==> src/hw/rtl/tpa_pkg.sv <==
// ----------------------------------------------------------------------------
// tpa_pkg
// shared types, command codes and register indexes of the touch position
// averager
// ----------------------------------------------------------------------------
package tpa_pkg;

  // converter command bytes
  localparam logic [7:0] CMD_Z = 8'hB0;
  localparam logic [7:0] CMD_X = 8'hD0;
  localparam logic [7:0] CMD_Y = 8'h90;

  // panel size used by the mirrored orientations
  localparam logic [15:0] SCREEN_WIDTH  = 16'd320;
  localparam logic [15:0] SCREEN_HEIGHT = 16'd480;

  // register indexes
  localparam logic [2:0] REG_PRESSURE_THR = 3'd0;
  localparam logic [2:0] REG_X_THR        = 3'd1;
  localparam logic [2:0] REG_GAIN_X       = 3'd2;
  localparam logic [2:0] REG_OFFSET_X     = 3'd3;
  localparam logic [2:0] REG_GAIN_Y       = 3'd4;
  localparam logic [2:0] REG_OFFSET_Y     = 3'd5;
  localparam logic [2:0] REG_ORIENTATION  = 3'd6;

  // orientation codes
  localparam logic [1:0] ORIENT_0   = 2'd0;
  localparam logic [1:0] ORIENT_90  = 2'd1;
  localparam logic [1:0] ORIENT_180 = 2'd2;

  // gain times average plus offset fits in 49 bits signed
  localparam int unsigned PROD_W = 49;

  typedef enum logic [2:0] {
    PH_Z = 3'b001,
    PH_X = 3'b010,
    PH_Y = 3'b100
  } phase_e;

  // what the calibration stages do with a transaction
  typedef enum logic [1:0] {
    EV_NONE = 2'd0,
    EV_X    = 2'd1,
    EV_Y    = 2'd2
  } event_e;

  typedef struct packed {
    logic [7:0]  cmd;
    logic        done;
    event_e      kind;
    logic [15:0] avg;
  } acc_stage_t;

  typedef struct packed {
    logic [7:0]               cmd;
    logic                     done;
    event_e                   kind;
    logic signed [PROD_W-1:0] product;
  } scale_stage_t;

  typedef struct packed {
    logic [15:0] pressure_thr;
    logic [15:0] x_thr;
    logic [31:0] gain_x;
    logic [31:0] offset_x;
    logic [31:0] gain_y;
    logic [31:0] offset_y;
    logic [1:0]  orientation;
  } cfg_t;

endpackage

==> src/hw/rtl/tpa_accum.sv <==
// ----------------------------------------------------------------------------
// tpa_accum
// input register, sample accumulation and measurement phase sequencing
// ----------------------------------------------------------------------------
module tpa_accum #(
  parameter int unsigned AVG_LOG2 = 4
) (
  input  logic                clk_i,
  input  logic                rst_ni,
  input  logic                valid_i,
  output logic                ready_o,
  input  logic [15:0]         sample_i,
  input  logic                restart_i,
  input  logic [15:0]         pressure_thr_i,
  input  logic [15:0]         x_thr_i,
  output logic                valid_o,
  input  logic                ready_i,
  output tpa_pkg::acc_stage_t stage_o
);
  import tpa_pkg::*;

  localparam int unsigned ACC_W = 16 + AVG_LOG2;
  localparam int unsigned CNT_W = (AVG_LOG2 > 0) ? AVG_LOG2 : 1;
  localparam logic [CNT_W-1:0] CntLast = CNT_W'((1 << AVG_LOG2) - 1);

  logic              in_valid_q;
  logic [15:0]       sample_q;
  logic              restart_q;
  logic              out_valid_q;
  acc_stage_t        stage_q;
  acc_stage_t        stage_d;
  phase_e            phase_q;
  phase_e            phase_d;
  phase_e            phase_cur;
  logic [CNT_W-1:0]  count_q;
  logic [CNT_W-1:0]  count_d;
  logic [CNT_W-1:0]  count_base;
  logic [ACC_W-1:0]  acc_q;
  logic [ACC_W-1:0]  acc_d;
  logic [ACC_W-1:0]  acc_sum;
  logic              complete;
  logic              out_ready;
  logic              step;

  assign out_ready = !out_valid_q || ready_i;
  assign ready_o   = !in_valid_q || out_ready;
  assign step      = in_valid_q && out_ready;

  always_comb begin
    phase_cur  = restart_q ? PH_Z : phase_q;
    count_base = restart_q ? '0 : count_q;
    acc_sum    = (restart_q ? '0 : acc_q) + ACC_W'(sample_q);
    complete   = (count_base == CntLast);

    stage_d.avg  = acc_sum[ACC_W-1:AVG_LOG2];
    stage_d.done = 1'b0;
    stage_d.kind = EV_NONE;
    phase_d      = phase_cur;

    case (phase_cur)
      PH_X: begin
        stage_d.cmd = CMD_X;
        if (complete) begin
          if (stage_d.avg <= x_thr_i) begin
            stage_d.done = 1'b1;
            stage_d.cmd  = CMD_Z;
            phase_d      = PH_Z;
          end else begin
            stage_d.kind = EV_X;
            stage_d.cmd  = CMD_Y;
            phase_d      = PH_Y;
          end
        end
      end
      PH_Y: begin
        stage_d.cmd = CMD_Y;
        if (complete) begin
          stage_d.done = 1'b1;
          stage_d.kind = EV_Y;
          stage_d.cmd  = CMD_Z;
          phase_d      = PH_Z;
        end
      end
      default: begin
        // pressure phase, also any stray code
        stage_d.cmd = CMD_Z;
        phase_d     = PH_Z;
        if (complete) begin
          if (stage_d.avg <= pressure_thr_i) begin
            stage_d.done = 1'b1;
          end else begin
            stage_d.cmd = CMD_X;
            phase_d     = PH_X;
          end
        end
      end
    endcase

    acc_d   = complete ? '0 : acc_sum;
    count_d = complete ? '0 : count_base + CNT_W'(1);
  end

  always_ff @(posedge clk_i or negedge rst_ni) begin
    if (!rst_ni) begin
      in_valid_q  <= 1'b0;
      out_valid_q <= 1'b0;
      phase_q     <= PH_Z;
      count_q     <= '0;
      acc_q       <= '0;
    end else begin
      if (ready_o) begin
        in_valid_q <= valid_i;
      end
      if (out_ready) begin
        out_valid_q <= in_valid_q;
      end
      if (step) begin
        phase_q <= phase_d;
        count_q <= count_d;
        acc_q   <= acc_d;
      end
    end
  end

  always_ff @(posedge clk_i) begin
    if (valid_i && ready_o) begin
      sample_q  <= sample_i;
      restart_q <= restart_i;
    end
    if (step) begin
      stage_q <= stage_d;
    end
  end

  assign valid_o = out_valid_q;
  assign stage_o = stage_q;

endmodule

==> src/hw/rtl/tpa_scale.sv <==
// ----------------------------------------------------------------------------
// tpa_scale
// calibration slope multiply of the averaged axis value
// ----------------------------------------------------------------------------
module tpa_scale (
  input  logic                  clk_i,
  input  logic                  rst_ni,
  input  logic                  valid_i,
  output logic                  ready_o,
  input  tpa_pkg::acc_stage_t   stage_i,
  input  logic [31:0]           gain_x_i,
  input  logic [31:0]           gain_y_i,
  output logic                  valid_o,
  input  logic                  ready_i,
  output tpa_pkg::scale_stage_t stage_o
);
  import tpa_pkg::*;

  logic                     valid_q;
  scale_stage_t             stage_q;
  scale_stage_t             stage_d;
  logic [31:0]              gain;

  assign ready_o = !valid_q || ready_i;

  always_comb begin
    gain            = (stage_i.kind == EV_X) ? gain_x_i : gain_y_i;
    stage_d.cmd     = stage_i.cmd;
    stage_d.done    = stage_i.done;
    stage_d.kind    = stage_i.kind;
    stage_d.product = PROD_W'($signed(gain)) * PROD_W'($signed({1'b0, stage_i.avg}));
  end

  always_ff @(posedge clk_i or negedge rst_ni) begin
    if (!rst_ni) begin
      valid_q <= 1'b0;
    end else if (ready_o) begin
      valid_q <= valid_i;
    end
  end

  always_ff @(posedge clk_i) begin
    if (valid_i && ready_o) begin
      stage_q <= stage_d;
    end
  end

  assign valid_o = valid_q;
  assign stage_o = stage_q;

endmodule

==> src/hw/rtl/tpa_finish.sv <==
// ----------------------------------------------------------------------------
// tpa_finish
// offset add, clamp to 16 bits, x hold, rotation and result register
// ----------------------------------------------------------------------------
module tpa_finish (
  input  logic                  clk_i,
  input  logic                  rst_ni,
  input  logic                  valid_i,
  output logic                  ready_o,
  input  tpa_pkg::scale_stage_t stage_i,
  input  logic [31:0]           offset_x_i,
  input  logic [31:0]           offset_y_i,
  input  logic [1:0]            orientation_i,
  output logic                  valid_o,
  input  logic                  ready_i,
  output logic [7:0]            next_command_o,
  output logic                  done_res_o,
  output logic                  touched_o,
  output logic [15:0]           x_pos_o,
  output logic [15:0]           y_pos_o
);
  import tpa_pkg::*;

  logic                     valid_q;
  logic [7:0]               cmd_q;
  logic                     done_q;
  logic                     touched_q;
  logic [15:0]              x_pos_q;
  logic [15:0]              y_pos_q;
  logic [15:0]              x_cal_q;
  logic [31:0]              offset;
  logic signed [PROD_W-1:0] v;
  logic [15:0]              cal;
  logic [15:0]              tx;
  logic [15:0]              ty;
  logic [15:0]              mirror_w;
  logic [15:0]              mirror_h;
  logic [15:0]              x_pos_d;
  logic [15:0]              y_pos_d;
  logic                     take;

  assign ready_o = !valid_q || ready_i;
  assign take    = valid_i && ready_o;

  always_comb begin
    offset = (stage_i.kind == EV_X) ? offset_x_i : offset_y_i;
    v      = stage_i.product + PROD_W'($signed(offset));
    if (v[PROD_W-1]) begin
      cal = '0;
    end else if (|v[PROD_W-2:32]) begin
      cal = '1;
    end else begin
      cal = v[31:16];
    end

    tx       = x_cal_q;
    ty       = cal;
    // mirrored coordinates stop at zero
    mirror_w = (tx >= SCREEN_WIDTH) ? '0 : SCREEN_WIDTH - tx;
    mirror_h = (ty >= SCREEN_HEIGHT) ? '0 : SCREEN_HEIGHT - ty;

    case (orientation_i)
      ORIENT_0: begin
        x_pos_d = tx;
        y_pos_d = ty;
      end
      ORIENT_90: begin
        x_pos_d = ty;
        y_pos_d = mirror_w;
      end
      ORIENT_180: begin
        x_pos_d = mirror_w;
        y_pos_d = mirror_h;
      end
      default: begin
        x_pos_d = mirror_h;
        y_pos_d = tx;
      end
    endcase
    if (stage_i.kind != EV_Y) begin
      x_pos_d = '0;
      y_pos_d = '0;
    end
  end

  always_ff @(posedge clk_i or negedge rst_ni) begin
    if (!rst_ni) begin
      valid_q <= 1'b0;
      x_cal_q <= '0;
    end else begin
      if (ready_o) begin
        valid_q <= valid_i;
      end
      if (take && stage_i.kind == EV_X) begin
        x_cal_q <= cal;
      end
    end
  end

  always_ff @(posedge clk_i) begin
    if (take) begin
      cmd_q     <= stage_i.cmd;
      done_q    <= stage_i.done;
      touched_q <= (stage_i.kind == EV_Y);
      x_pos_q   <= x_pos_d;
      y_pos_q   <= y_pos_d;
    end
  end

  assign valid_o        = valid_q;
  assign next_command_o = cmd_q;
  assign done_res_o     = done_q;
  assign touched_o      = touched_q;
  assign x_pos_o        = x_pos_q;
  assign y_pos_o        = y_pos_q;

endmodule

==> src/hw/rtl/touch_position_averager.sv <==
// ----------------------------------------------------------------------------
// touch_position_averager
// averages raw touch converter samples per axis and turns them into
// calibrated, rotated screen coordinates
// ----------------------------------------------------------------------------
//
// channel   dir  handshake                    payload
// --------  ---  ---------------------------  ---------------------------------
// s_axis    in   s_axis_tvalid/s_axis_tready  tdata: sample_value, tuser: restart
// m_axis    out  m_axis_tvalid/m_axis_tready  tdata: cmd, x, y; tuser: done, touched
// apb       in   psel/penable, pready = 1     seven 32-bit registers at 4*i
//
// one transaction per cycle sustained while m_axis_tready stays high; a sample
// passes from the input register through the accumulate, multiply and result
// registers
// the accumulator feedback is a single 16+AVG_LOG2 bit add, so a new sample
// can follow every cycle
// reset returns the phase to pressure, clears count and accumulator and loads
// the register defaults; no clearing pass is needed
// a stalled result register fills the earlier stages before s_axis_tready drops
//
module touch_position_averager #(
  parameter int unsigned AVG_LOG2 = 4
) (
  input  logic        clk_i,
  input  logic        rst_ni,
  // input samples
  input  logic        s_axis_tvalid,
  output logic        s_axis_tready,
  input  logic [15:0] s_axis_tdata,   // [15:0] sample_value
  input  logic        s_axis_tuser,   // [0] restart
  // results
  output logic        m_axis_tvalid,
  input  logic        m_axis_tready,
  output logic [39:0] m_axis_tdata,   // [7:0] next_command, [23:8] x_pos, [39:24] y_pos
  output logic [1:0]  m_axis_tuser,   // [0] done_res, [1] touched
  // register port
  input  logic        psel,
  input  logic        penable,
  input  logic        pwrite,
  input  logic [4:0]  paddr,
  input  logic [31:0] pwdata,
  output logic [31:0] prdata,
  output logic        pready
);
  import tpa_pkg::*;

  cfg_t         cfg_q;
  logic         cfg_wr;
  logic [2:0]   reg_idx;

  logic         acc_valid;
  logic         acc_ready;
  acc_stage_t   acc_stage;
  logic         scale_valid;
  logic         scale_ready;
  scale_stage_t scale_stage;

  logic [7:0]   next_command;
  logic         done_res;
  logic         touched;
  logic [15:0]  x_pos;
  logic [15:0]  y_pos;

  // ---------------------------------------------------------------- registers
  assign pready  = 1'b1;
  assign reg_idx = paddr[4:2];
  assign cfg_wr  = psel && penable && pwrite && pready;

  always_ff @(posedge clk_i or negedge rst_ni) begin
    if (!rst_ni) begin
      cfg_q.pressure_thr <= 16'd1280;
      cfg_q.x_thr        <= 16'd1280;
      cfg_q.gain_x       <= 32'hFFFF_FD56;   // -682
      cfg_q.offset_x     <= 32'd21524165;
      cfg_q.gain_y       <= 32'd1042;
      cfg_q.offset_y     <= 32'hFFEB_0305;   // -1375483
      cfg_q.orientation  <= ORIENT_0;
    end else if (cfg_wr) begin
      case (reg_idx)
        REG_PRESSURE_THR: cfg_q.pressure_thr <= pwdata[15:0];
        REG_X_THR:        cfg_q.x_thr        <= pwdata[15:0];
        REG_GAIN_X:       cfg_q.gain_x       <= pwdata;
        REG_OFFSET_X:     cfg_q.offset_x     <= pwdata;
        REG_GAIN_Y:       cfg_q.gain_y       <= pwdata;
        REG_OFFSET_Y:     cfg_q.offset_y     <= pwdata;
        REG_ORIENTATION:  cfg_q.orientation  <= pwdata[1:0];
        default: begin
          // unmapped index, write dropped
        end
      endcase
    end
  end

  always_comb begin
    case (reg_idx)
      REG_PRESSURE_THR: prdata = {16'd0, cfg_q.pressure_thr};
      REG_X_THR:        prdata = {16'd0, cfg_q.x_thr};
      REG_GAIN_X:       prdata = cfg_q.gain_x;
      REG_OFFSET_X:     prdata = cfg_q.offset_x;
      REG_GAIN_Y:       prdata = cfg_q.gain_y;
      REG_OFFSET_Y:     prdata = cfg_q.offset_y;
      REG_ORIENTATION:  prdata = {30'd0, cfg_q.orientation};
      default:          prdata = '0;
    endcase
  end

  // ----------------------------------------------------------------- pipeline
  // stage 1: input register, running sum and phase sequencing
  tpa_accum #(
    .AVG_LOG2(AVG_LOG2)
  ) u_accum (
    .clk_i         (clk_i),
    .rst_ni        (rst_ni),
    .valid_i       (s_axis_tvalid),
    .ready_o       (s_axis_tready),
    .sample_i      (s_axis_tdata),
    .restart_i     (s_axis_tuser),
    .pressure_thr_i(cfg_q.pressure_thr),
    .x_thr_i       (cfg_q.x_thr),
    .valid_o       (acc_valid),
    .ready_i       (acc_ready),
    .stage_o       (acc_stage)
  );

  // stage 2: slope multiply for whichever axis just completed
  tpa_scale u_scale (
    .clk_i   (clk_i),
    .rst_ni  (rst_ni),
    .valid_i (acc_valid),
    .ready_o (acc_ready),
    .stage_i (acc_stage),
    .gain_x_i(cfg_q.gain_x),
    .gain_y_i(cfg_q.gain_y),
    .valid_o (scale_valid),
    .ready_i (scale_ready),
    .stage_o (scale_stage)
  );

  // stage 3: offset, clamp, x hold and rotation into the result register;
  // the calibrated x is kept here until the matching y completes
  tpa_finish u_finish (
    .clk_i         (clk_i),
    .rst_ni        (rst_ni),
    .valid_i       (scale_valid),
    .ready_o       (scale_ready),
    .stage_i       (scale_stage),
    .offset_x_i    (cfg_q.offset_x),
    .offset_y_i    (cfg_q.offset_y),
    .orientation_i (cfg_q.orientation),
    .valid_o       (m_axis_tvalid),
    .ready_i       (m_axis_tready),
    .next_command_o(next_command),
    .done_res_o    (done_res),
    .touched_o     (touched),
    .x_pos_o       (x_pos),
    .y_pos_o       (y_pos)
  );

  assign m_axis_tdata = {y_pos, x_pos, next_command};
  assign m_axis_tuser = {touched, done_res};

endmodule

==> config.mk <==
export PLATFORM = sky130hd
export DESIGN_NAME = touch_position_averager
export DESIGN_NICKNAME = d
export VERILOG_FILES = /design/src/hw/rtl/tpa_pkg.sv /design/src/hw/rtl/tpa_accum.sv /design/src/hw/rtl/tpa_scale.sv /design/src/hw/rtl/tpa_finish.sv /design/src/hw/rtl/touch_position_averager.sv
export SDC_FILE = /design/constraint.sdc
export NUM_CORES = 2
export LEC_CHECK = 0
export ABC_AREA = 0
export BUFFER_PORTS_ARGS = -buffer_cell sky130_fd_sc_hd__buf_2
export CORE_MARGIN = 2
export CORE_UTILIZATION = 45
export DETAILED_ROUTE_END_ITERATION = 10
export GPL_TIMING_DRIVEN = 0
export PLACE_DENSITY = 0.7
export REMOVE_ABC_BUFFERS = 1
export SLEW_MARGIN = 25
export SYNTH_ARGS = -nofsm -noshare
export SYNTH_HDL_FRONTEND = slang
export SYNTH_SLANG_ARGS = --single-unit
==> constraint.sdc <==
create_clock -name clk_i -period 6.83 [get_ports clk_i]
set_input_delay 0.683 -clock clk_i [delete_from_list [all_inputs] [get_ports clk_i]]
set_output_delay 0.683 -clock clk_i [all_outputs]
set_load 0.01 [all_outputs]
======== After elaboration in Yosys (flattened, before gate mapping) ========
Index checks and enable logic that the tools add are counted.
word-level totals
  memories kept ........................... 0
  flip-flop bits (word level) ............. 355
  bits in read-only memories .............. 0
  memory bits (writable) .................. 0
  logic and storage cells ................. 110
  bits in latches ......................... 0
  input port bits ......................... 61
cells by class
  reductions and logical operators ........ 25
  add/sub/neg operators ................... 5
  muxes and demuxes ....................... 30
  div/mod/pow operators ................... 0
  multipliers ............................. 1
  shift operators ......................... 0
  eq/ne operators ......................... 15
  order comparisons ....................... 4
  bitwise operators ....................... 0
operator list
  kind                   count
  $pmux 32 s7            1
  $pmux 16 s3            2
  $mux 16                4
  $mux 32                2
  $add 49x32->49         1
  $mul 32x17->49         1
  $mux 20                2
  $ge 16x9->1 const B    2
  $le 16x16->1           2
  $sub 9x16->16 const A  2
  $add 20x16->20         1
  $mux 9                 2
  $pmux 9 s2             1
  $reduce_or 16->1       1
  $mux 3                 5
  $reduce_and 2->1       7
  $eq 3x3->1 const B     4
  $mux 11                1
  $eq 3x2->1 const B     3
  $mux 4                 2
  $logic_and 1x1->1      7
  $mux 7                 1
  $eq 2x1->1 const B     3
  $mux 6                 1
  other kinds (13)       22

======== Longest topological paths before layout ========
  word-level depth ........................ 9
  mapped depth ............................ 31
  gate-level depth less buffers ........... 28

======== Cells and area by module ========
A second synthesis with hierarchy kept.
second synthesis, totals
  cells, all modules ...................... 4043
  area total of the unflattened synthesis .. 39475.4 um^2
by module, submodules not included
  module                   sequential area each (um^2)  instances  area each (um^2)  cells an instance
  tpa_scale                1826.8                       1          20348.3           2175
  touch_position_averager  4134.0                       1          7537.2            522
  tpa_finish               1686.6                       1          7145.6            905
  tpa_accum                1868.0                       1          4444.3            441

======== Worst setup path before layout ========
OpenSTA, ideal clock, no wires.
  path type ............................... reg2reg
  start ................................... register u_accum.stage_q, in the netlist u_accum.stage_o[17]
  end ..................................... register u_scale.stage_q, in the netlist u_scale.stage_o[45], data pin
  path slack .............................. -0.716 ns
  library setup time ...................... 0.259 ns
  cell stages (with the launch flop) ...... 31
  arrival ................................. 7.287 ns
  clock period less this slack ............ 7.546 ns
  path buffers ............................ 4
  data required time ...................... 6.571 ns
  cell sequence ........................... edfxtp_1 > nor2b_1 > clkbuf_1 > buf_1 > mux2_2 > clkbuf_1 > and2_1 > fa_1 > inv_1 > fa_1 > fa_1 > inv_1 > fa_1 > fa_1 > inv_1 > fa_1 > inv_1 > ha_1 > clkbuf_1 > a211oi_1 > nand2_1 > a221o_1 > nand2_1 > a311oi_1 > o2111a_1 > o311a_1 > o22ai_1 > o211a_1 > o21bai_1 > a21oi_1 > xnor2_1
RTL lines
  what                      line              RTL
  start: declaration        tpa_accum.sv:30   acc_stage_t stage_q;
  start signal: assignment  tpa_accum.sv:131  stage_q <= stage_d;
  end signal: assignment    tpa_scale.sv:44   stage_q <= stage_d;
  end: declaration          tpa_scale.sv:20   scale_stage_t stage_q;

==> metrics.yaml <==
status:
  outcome: "complete, but fails checks"
  failing_checks: "setup timing"
timing:
  period_utilization_post_route_pct: 109.9
  finalHoldViolations: 0
  finalMaxSlewViolations: 0
  layout_min_cycle_time_ns: 7.505
  max_freq_ghz: 0.1333
  max_slew_margin_pct: 33.35
  finalSetupViolations: 17
  worst_pin_slew_ns: 0.9997
  grt_setup_unrepaired: "true"
  tns_ns: -6.438
  timing.final.ws_setup_ns: -0.6746
  finalClockSkew_ns: 0.03270
synthesis:
  xor_and_xnor_fraction_of_the_mapped_netlist_area_pct: 2.103
  post_synthesis_cell_area_um2: 37480
  post_synth_num_cell_types: 93
  combinational_family_with_the_most_area_after_synthesis: "adder cells"
  syn_inst: 3898
  synth_edf_count: 128
  synth_simple_gate_area_share_pct: 14.25
  postSynthRegisterBits: 337
  synthAdderAreaFrac_pct: 33.38
  postSynthAreaPerCell_um2: 9.616
  synth-compound-area-share_pct: 10.94
  yosysWarnings: 0
  synth-main-ff-cell: "dfrtp_1"
  asyncSetResetFlopFracSynth_pct: 62.02
  mux_contribution_to_synthesized_area_pct: 6.222
  yosysSeqAreaShare_pct: 24.42
cts:
  tritoncts: "yes"
  cts.root.buffer_cell: "clkbuf_16"
  clock_tree.htree_level_count: 2
  insertion_delay_ns: 0.59
  clk_transition_reported_paths_ns: 0.06
  clock_path_buffers: 3
  cts-hold-fix-buffers: 0
  clkSinkCount: 337
  cts_buffers: 38
final_layout:
  multi_input_comb_area_um2: 26060
  post_route_cells_drive_above_1_share_pct: 20.30
  finish.net_count: 4850
  postLayoutCoreUtil_pct: 52.60
  register_area_um2: 9155
  finish.cell_count_without_fillers: 5187
  final.fill_count: 7105
  area_delta_synth_final_pct: 15.42
drt:
  detail_route.wirelength_mm: 106.6
  ant_nets: 0
  detail_route.iter0.violations: 2542
  route.vias.total: 29485
  final_routed_wire_length_divided_by_cell_count_um: 20.55
  remaining_drc_errors: 0
  detailedRoute.firstPassIterationCount: 6
  detail_route.vias_per_cell: 5.684
flow_run:
  cap_viol_max_count: 0
worst_setup_path:
  max_stage_delay_ns: 0.54
  critical_path.slowest_cell: "fa_1"
  worst_path_required_ns: 7.14
  start_kind: "flip-flop"
  timing.setup.critical_path_class: "flip-flop to flip-flop"
  timing.critical_path.arrival_ns: 7.82
  cp-end-kind: "flip-flop"
  cp_common_cell: "fa_1"
  critical_path_peak_fanout: 5
floorplan:
  initial_utilization_pct: 45.58
  rows: 105
  die_h_um: 292.6
  ios: 138
  core_region_area_um2: 82240
  die_area_um2: 85620
  die_w_um: 292.6
global_routing:
  number_of_antenna_violations_at_the_first_check_in_global_routing: 4
  global_route_usage_over_all_layers_pct: 25.09
  grt_pass1_wl_mm: 169.2
  grt_pass1_vias: 30082
  grt_start_max_net_pins: 81
  overflow: 0
place:
  place.port_buffers: 128
  gp_congestion: 0.9027
  pre_cts_ws_ns: -1.853
  place_inst: 4975
  dpl.hpwl_mm: 77.44
hold_path:
  min-delay-path-class: "input port to async pin"
-- per-layer routing --
layer	GRT usage [%]	routed length, um	up-vias
met5	0	0	-
met4	8.230	3699	0
met3	5.774	10870	270
met2	39.04	47920	1439
met1	34.71	44100	14674
li1	-	-	13102
-- placed cells by master (no fill, tap or decap), types with 22 or more instances in the layout --
cell and n:
o21ai_0 122, dfstp_2 65, buf_4 120, xnor2_1 56
nand2_1 511, inv_1 645, mux2_2 177, ha_1 190
nor2_1 106, dfrtp_1 144, buf_8 25, a22o_1 39
and3_1 23, o21a_1 24, nand2b_1 24, edfxtp_1 128
nor3_1 45, a21oi_1 96, a22oi_1 47, xor2_1 25
nand3_1 60, mux2_4 24, clkbuf_16 42, fa_1 470
buf_2 130, nor2b_1 37, and2_1 175, nand4_1 22
a21o_1 42
-- stage by stage --
stage	hold WS, ns	instance area (um2)
5_1_grt	0.07535	43260
6_report	0.04858	43260
4_1_cts	0.05399	42740
3_5_place_dp	0.4070	39880
3_3_place_gp	0.4050	38730
2_1_floorplan	0.3874	36750
-- final timing paths --
path                                      from             endpoint  slack, ns  depth (start not counted)
max                        u_accum.stage_o[17]  u_scale.stage_o[48]      -0.67                         30
min                                     rst_ni     u_accum.acc_q[6]       0.05                          1
max reg2reg                u_accum.stage_o[17]  u_scale.stage_o[48]      -0.67                         30
min reg2reg                u_accum.stage_o[25]  u_scale.stage_o[58]       0.42                          0
max in group asynchronous               rst_ni           cfg_q[126]       5.93                          2
min in group clk_i             s_axis_tdata[6]  u_accum.sample_q[6]       0.29                          1
-- registers in the layout (all words and copies together), names as in the netlist, 3 cells and up --
name,cells
cfg_q,162
u_scale.stage_o,54
u_accum.stage_o,21
u_accum.acc_q,20
u_accum.sample_q,16
u_finish.tx,16
u_finish.x_pos_o,16
u_finish.y_pos_o,16
u_accum.count_q,4
u_accum.phase_q,3
-- worst max-delay path, delay by kind of cell (launching register included) --
family,cells,cell delay (ns)
buf+inv,8,0.80
mux,1,0.36
fa+ha+maj,7,3.24
flops,1,0.42
simple gates,4,0.65
xor+xnor,1,0.17
compound gates,9,1.58
-- area by class of cell --
type | instances | share of cell area, %
Multi-Input combinational cell | 2718 | 60.24
Sequential cell | 337 | 21.16
Timing Repair Buffer | 324 | 6.727
Inverter | 664 | 5.764
Tap cell | 1070 | 3.095
Clock buffer | 57 | 2.580
Clock inverter | 13 | 0.4078
Antenna cell | 4 | 0.02314
-- cells in the mapped netlist (14+ instances only) --
cell type	count	area, um2
a211oi_1	14	105.1
a21o_1	42	315.3
a21oi_1	111	555.5
a221o_1	20	200.2
a22o_1	39	341.6
a22oi_1	47	352.8
a31oi_1	16	100.1
and2_1	193	1207
and3_1	29	181.4
clkbuf_1	161	604.3
dfrtp_1	144	3603
dfstp_2	65	1708
edfxtp_1	128	3844
fa_1	490	9809
ha_1	216	2703
inv_1	662	2485
mux2_2	199	2241
nand2_1	521	1956
nand2b_1	24	150.1
nand3_1	61	305.3
nand4_1	22	137.6
nor2_1	113	424.2
nor2b_1	40	250.2
nor3_1	48	240.2
o21a_1	24	180.2
o21ai_0	135	675.7
o21bai_1	19	142.6
xnor2_1	64	560.5
xor2_1	26	227.7
-- timing repair --
action,4_1_cts,5_1_grt
pin swaps,73,63
buffers inserted,112,25
gates resized for setup,133,91
endpoints found under the setup margin,40,33
gates cloned,3,0
-- kinds of logic (layout without fill, tap and decap cells) --
group,after synthesis,in the layout
buffers and inverters,850,1058
AND/OR/NAND/NOR,1111,1111
flip-flops,337,337
multiplexers,208,210
XOR/XNOR,90,90
AO/OA/AOI/OAI,594,594
adder cells (fa/ha/maj),706,706
other,2,11
Power is not shown: default switching activity piles up to over one toggle a cycle in this logic, so the estimate is an artifact.
